===== config.mk =====
export PLATFORM = sky130hd
export DESIGN_NAME = dcr_cover
export DESIGN_NICKNAME = d
export VERILOG_FILES = /design/src/hw/rtl/disk_chain_reachability_defines.svh /design/src/hw/rtl/dcr_pkg.sv /design/src/hw/rtl/dcr_cover.sv
export SDC_FILE = /design/constraint.sdc
export NUM_CORES = 2
export LEC_CHECK = 0
export BUFFER_PORTS_ARGS = -buffer_cell sky130_fd_sc_hd__buf_4
export CORE_UTILIZATION = 25
export DETAILED_ROUTE_END_ITERATION = 10
export PLACE_DENSITY = 0.47
export SLEW_MARGIN = 25
export SYNTH_ARGS = -nofsm -noshare
export SYNTH_HDL_FRONTEND = slang
export SYNTH_SLANG_ARGS = --single-unit

===== constraint.sdc =====
create_clock -name clk -period 7.8 [get_ports clk]
set_input_delay 0.39 -clock clk [delete_from_list [all_inputs] [get_ports clk]]
set_output_delay 0.39 -clock clk [all_outputs]
set_load 0.03 [all_outputs]

===== src/hw/rtl/disk_chain_reachability_defines.svh =====
// ----------------------------------------------------------------------------
// Disk chain reachability assertion macros
// Shared assertion forms used by the disk chain reachability RTL.
// ----------------------------------------------------------------------------
`ifndef DISK_CHAIN_REACHABILITY_DEFINES_SVH
`define DISK_CHAIN_REACHABILITY_DEFINES_SVH

// A condition that must hold at every clock edge out of reset.
`define DCR_ASSERT_ALWAYS(label, cond, msg) \
	label: assert property (@(posedge clk) disable iff (!arst_n) (cond)) else $error(msg);

// A condition that must hold whenever the antecedent holds.
`define DCR_ASSERT_IMPLY(label, ante, cons, msg) \
	label: assert property (@(posedge clk) disable iff (!arst_n) (ante) |-> (cons)) \
		else $error(msg);

`endif


===== src/hw/rtl/dcr_pkg.sv =====
// ----------------------------------------------------------------------------
// Disk chain reachability package
// Command codes and the item types of the command and response channels.
// ----------------------------------------------------------------------------
package dcr_pkg;

	localparam logic [2:0] CMD_WRITE_DISK = 3'd0;
	localparam logic [2:0] CMD_REBUILD    = 3'd1;
	localparam logic [2:0] CMD_SET_EDGE   = 3'd2;
	localparam logic [2:0] CMD_COUNT      = 3'd3;
	localparam logic [2:0] CMD_FIND_BEST  = 3'd4;

	localparam logic STATUS_OK        = 1'b0;
	localparam logic STATUS_BAD_INDEX = 1'b1;

	typedef struct packed {
		logic [2:0]         command;
		logic [5:0]         node_index;
		logic [5:0]         second_index;
		logic signed [15:0] pos_x;
		logic signed [15:0] pos_y;
		logic [15:0]        radius;
		logic               edge_value;
	} dcr_cmd_t;

	typedef struct packed {
		logic [6:0] reached_count;
		logic [5:0] best_node;
		logic       status;
	} dcr_rsp_t;

endpackage


===== src/hw/rtl/dcr_cover.sv =====
// ----------------------------------------------------------------------------
// Disk cover test pipeline
// Three-stage test of whether a streamed disk center lies inside a loaded disk.
// ----------------------------------------------------------------------------
module dcr_cover
	import dcr_pkg::*;
#(
	parameter int COORD_BITS = 16,
	parameter int IDX_W      = 6
) (
	input  logic                    clk,
	input  logic                    arst_n,
	input  logic                    load,
	input  logic [3*COORD_BITS-1:0] disk_src,
	input  logic                    probe_valid,
	input  logic [IDX_W-1:0]        probe_idx,
	input  logic [3*COORD_BITS-1:0] disk_dst,
	output logic                    hit_valid,
	output logic                    hit,
	output logic [IDX_W-1:0]        hit_idx,
	output logic                    busy
);

	localparam int DW   = COORD_BITS + 1;
	localparam int SQW  = 2 * DW;
	localparam int SUMW = SQW + 1;

	// Entry layout is {radius, y, x}.
	logic signed [COORD_BITS-1:0] xi_q, yi_q;
	logic [2*COORD_BITS-1:0]      rsq_q;

	logic signed [DW-1:0] dxs, dys;
	logic [DW-1:0]        dx_abs, dy_abs;

	logic             v_s1, v_s2;
	logic [IDX_W-1:0] idx_s1, idx_s2;
	logic [DW-1:0]    dx_s1, dy_s1;
	logic [SQW-1:0]   sx_s2, sy_s2;
	logic [SUMW-1:0]  sum;

	always_comb begin
		dxs    = $signed({disk_dst[COORD_BITS-1], disk_dst[COORD_BITS-1:0]})
			- $signed({xi_q[COORD_BITS-1], xi_q});
		dys    = $signed({disk_dst[2*COORD_BITS-1], disk_dst[2*COORD_BITS-1:COORD_BITS]})
			- $signed({yi_q[COORD_BITS-1], yi_q});
		dx_abs = dxs[DW-1] ? DW'(-dxs) : DW'(dxs);
		dy_abs = dys[DW-1] ? DW'(-dys) : DW'(dys);
		sum    = {1'b0, sx_s2} + {1'b0, sy_s2};
	end

	always_ff @(posedge clk) begin
		if (load) begin
			xi_q  <= disk_src[COORD_BITS-1:0];
			yi_q  <= disk_src[2*COORD_BITS-1:COORD_BITS];
			rsq_q <= disk_src[3*COORD_BITS-1:2*COORD_BITS]
				* disk_src[3*COORD_BITS-1:2*COORD_BITS];
		end
		idx_s1  <= probe_idx;
		dx_s1   <= dx_abs;
		dy_s1   <= dy_abs;
		idx_s2  <= idx_s1;
		sx_s2   <= dx_s1 * dx_s1;
		sy_s2   <= dy_s1 * dy_s1;
		hit_idx <= idx_s2;
		hit     <= (sum <= SUMW'(rsq_q));
	end

	always_ff @(posedge clk or negedge arst_n) begin
		if (!arst_n) begin
			v_s1      <= 1'b0;
			v_s2      <= 1'b0;
			hit_valid <= 1'b0;
		end else begin
			v_s1      <= probe_valid;
			v_s2      <= v_s1;
			hit_valid <= v_s2;
		end
	end

	assign busy = v_s1 | v_s2 | hit_valid;

endmodule


==> results_dict.tcl <==
set metrics [dict create \
    status "complete, no violations" \
    max_stage_delay_ps 660 \
    dpl.hpwl_mm 60.4 \
    synth_area_um2 32400 \
    start_util 0.253 \
    worstPathRequired_ps 8220 \
    ff2ff_path_depth 24 \
    cts_root_buf "clkbuf_16" \
    dieWidth_um 362 \
    ios 115 \
    htree_levels 4 \
    finalSetupTns_ps 0 \
    yosys_warnings 0 \
    min_to "yi_q[12]$_DFFE_PP_" \
    tightestPinTransition_ps 904 \
    drtAntennaViolNets 0 \
    hold_start "disk_src[28]" \
    crit_slowest_cell "dfxtp_1" \
    drtPass1Iterations 5 \
    cp_top_family "adder cells" \
    area_growth_pct 10.8 \
    layout_commonest_cell "inv_1" \
    cts_tree "yes" \
    grt_antenna_before_repair 0 \
    worst-setup-path-type "reg -> reg" \
    path_max_fanout 8 \
    cp-start-kind "flip-flop" \
    post_drt_wl_per_cell_um 13.3 \
    dr.first_iter.drc_count 778 \
    layout_common_cells "inv_1, fa_1, ha_1" \
    placed_cells 5269 \
    maxSlewViolCount 0 \
    finClkSkew_ps 16.9 \
    grt_max_degree 64 \
    min_period_over_period 0.900 \
    reg2reg_from "dy_s1[4]$_DFF_P_" \
    ys_ff_latch 185 \
    viasPerCell 4.18 \
    clockBufferDepth 2 \
    portBuffers 98 \
    crit_buf_inv 6 \
    final_util 0.280 \
    core_um2 128000 \
    synth-edff-count 63 \
    path_clk_slew_ps 80 \
    num_rows 131 \
    layout-drive-gt1-share 0.0539 \
    slew_headroom 0.398 \
    worstReg2RegEnd "sy_s2[32]$_DFF_P_" \
    wl_mm 70.6 \
    hold_path_depth 1 \
    fillerInstances 13800 \
    cts_sinks 185 \
    worstHoldPathType "in -> reg" \
    synthFlopType "dfxtp_1" \
    synth_nets 4553 \
    grt_pass1_vias 24000 \
    overflow 0 \
    stdcell_count 5309 \
    rsz0062_at_grt "false" \
    period_needed_ps 7020 \
    fp.dieH_um 362 \
    hold_viol 0 \
    vias 22200 \
    place_congestion 0.811 \
    reg2reg_setup_slack_ps 780 \
    setup_viol 0 \
    async_flop_share 0.0162 \
    cap_viol_max_count 0 \
    crit_chain "and2_1 > inv_1 > fa_1 > inv_1 > fa_1 > inv_1 > fa_1 > inv_1 > fa_1 > fa_1 > inv_1 > fa_1 > inv_1 > ha_1 > and3_1 > a21boi_0 > a41o_2 > o41ai_2 > o41a_1 > o21ai_1 > a211oi_1 > o31ai_1 > a21oi_1 > xnor2_1" \
    fin_nets 4634 \
    synth.distinct_cells 82 \
    cts-buffers-inserted 17 \
    endpoint_kind "flip-flop" \
    cts_resized 0 \
    syn_area_per_cell_um2 9.29 \
    grt_use_total 0.113 \
    cts_setup_buffers 0 \
    syn_inst 3486 \
    clkLatencyLatePin_ps 490 \
    synth_seq_area_share 0.134 \
    worstPathArrival_ps 7430 \
    drc_errors 0 \
    grt_pass1_wl_mm 121 \
    fmax_mhz 143 \
    die_area_um2 131000 \
    n_antenna_cell 0 \
]
## flip-flops by register name (all words and copies together) (netlist names)
signal	flops
yi_q	16
idx_s2	6
xi_q	16
dy_s1	17
v_s2	1
sx_s2	33
v_s1	1
idx_s1	6
hit	1
dx_s1	17
hit_idx	6
rsq_q	31
sy_s2	33
hit_valid	1
## logic make-up (layout without fill, tap and decap cells)
family                   Yosys count  in the layout  synth area share
AO/OA/AOI/OAI                    435            435            0.0915
multiplexers                       4              4           0.00135
flip-flops                       185            185             0.134
XOR/XNOR                         187            187            0.0506
AND/OR/NAND/NOR                  753            753             0.113
buffers and inverters            961           1055             0.112
adder cells (fa/ha/maj)          961            961             0.498
## per-layer routing
| layer | up-vias | global-route usage | part of all wire |
|---|---|---|---|
| li1 | 11000 | - | - |
| met5 | - | 0 | 0 |
| met1 | 11000 | 0.152 | 0.48 |
| met3 | 36 | 0.00838 | 0.014 |
| met4 | 0 | 0.0215 | 0.010 |
| met2 | 157 | 0.200 | 0.49 |
## what timing repair did
action	in CTS	in global routing
setup endpoints to repair	0	0
endpoints found under the hold margin	10	0
hold buffers	8	0
## layout make-up
cell class / instances / area [µm²] / area share
clock buffers: 17 / 425 / 0.0119
well taps: 1729 / 2160 / 0.0603
multi-input cells: 2340 / 24400 / 0.681
flip-flops and latches: 185 / 4350 / 0.121
clock inverters: 15 / 186 / 0.00520
inverters: 896 / 3360 / 0.0937
repair buffers: 127 / 973 / 0.0271
## cells in the mapped netlist (all sizes together) (4+ instances only)
library cell	count	area share
o21ai	67	0.011
inv	896	0.10
a31o	7	0.0019
nor4	8	0.0015
and2	149	0.029
o211ai	10	0.0023
ha	415	0.16
nor2b	27	0.0052
nand4	17	0.0033
or2	13	0.0025
clkbuf	62	0.0072
a2111oi	9	0.0030
a31oi	12	0.0023
and3	20	0.0039
o21bai	27	0.0063
nand2	289	0.034
o31ai	12	0.0029
nor3	32	0.0051
nand2b	18	0.0035
xnor2	147	0.040
nor2	120	0.014
or4	5	0.0012
xor2	40	0.011
dfxtp	119	0.074
or3	13	0.0025
a211oi	15	0.0036
a311oi	4	0.0011
a21oi	129	0.020
edfxtp	63	0.058
nand3	30	0.0046
a21o	82	0.019
o21a	14	0.0032
fa	546	0.34
nand4b	4	0.0011
## metrics by stage
stage	setup slack, ps	hold slack [ps]	cell area [µm²]
3_5_place_dp	822	182	35200
3_3_place_gp	831	180	35200
4_1_cts	779	28.6	35900
5_1_grt	344	40.0	35900
6_report	783	74.3	35900
2_1_floorplan	1490	94.4	32400
## worst reg2reg max path, delay by kind of cell (launching register included)
kind                       cells  cell delay, ps
adders and majority gates      7            3250
AOI/OAI and AO/OA              8            2080
DFF                            1             660
and+or+nand+nor                2             470
buffers and inverters          6             350
xor gates and xnor gates       1             130
## how the worst max path moves through the flow
stage,start,to,depth (start not counted)
6_report,dy_s1[4]$_DFF_P_,sy_s2[32]$_DFF_P_,24
4_1_cts,dy_s1[10]$_DFF_P_,sy_s2[32]$_DFF_P_,22
5_1_grt,dy_s1[10]$_DFF_P_,sy_s2[32]$_DFF_P_,22
2_1_floorplan,disk_src[35],rsq_q[30]$_DFFE_PP_,22
3_5_place_dp,dy_s1[10]$_DFF_P_,sy_s2[32]$_DFF_P_,22
3_3_place_gp,dy_s1[4]$_DFF_P_,sy_s2[32]$_DFF_P_,24
Power is left out: the tool's default activity adds up to more than one toggle a clock period on the data nets, which glitch-free logic cannot reach.
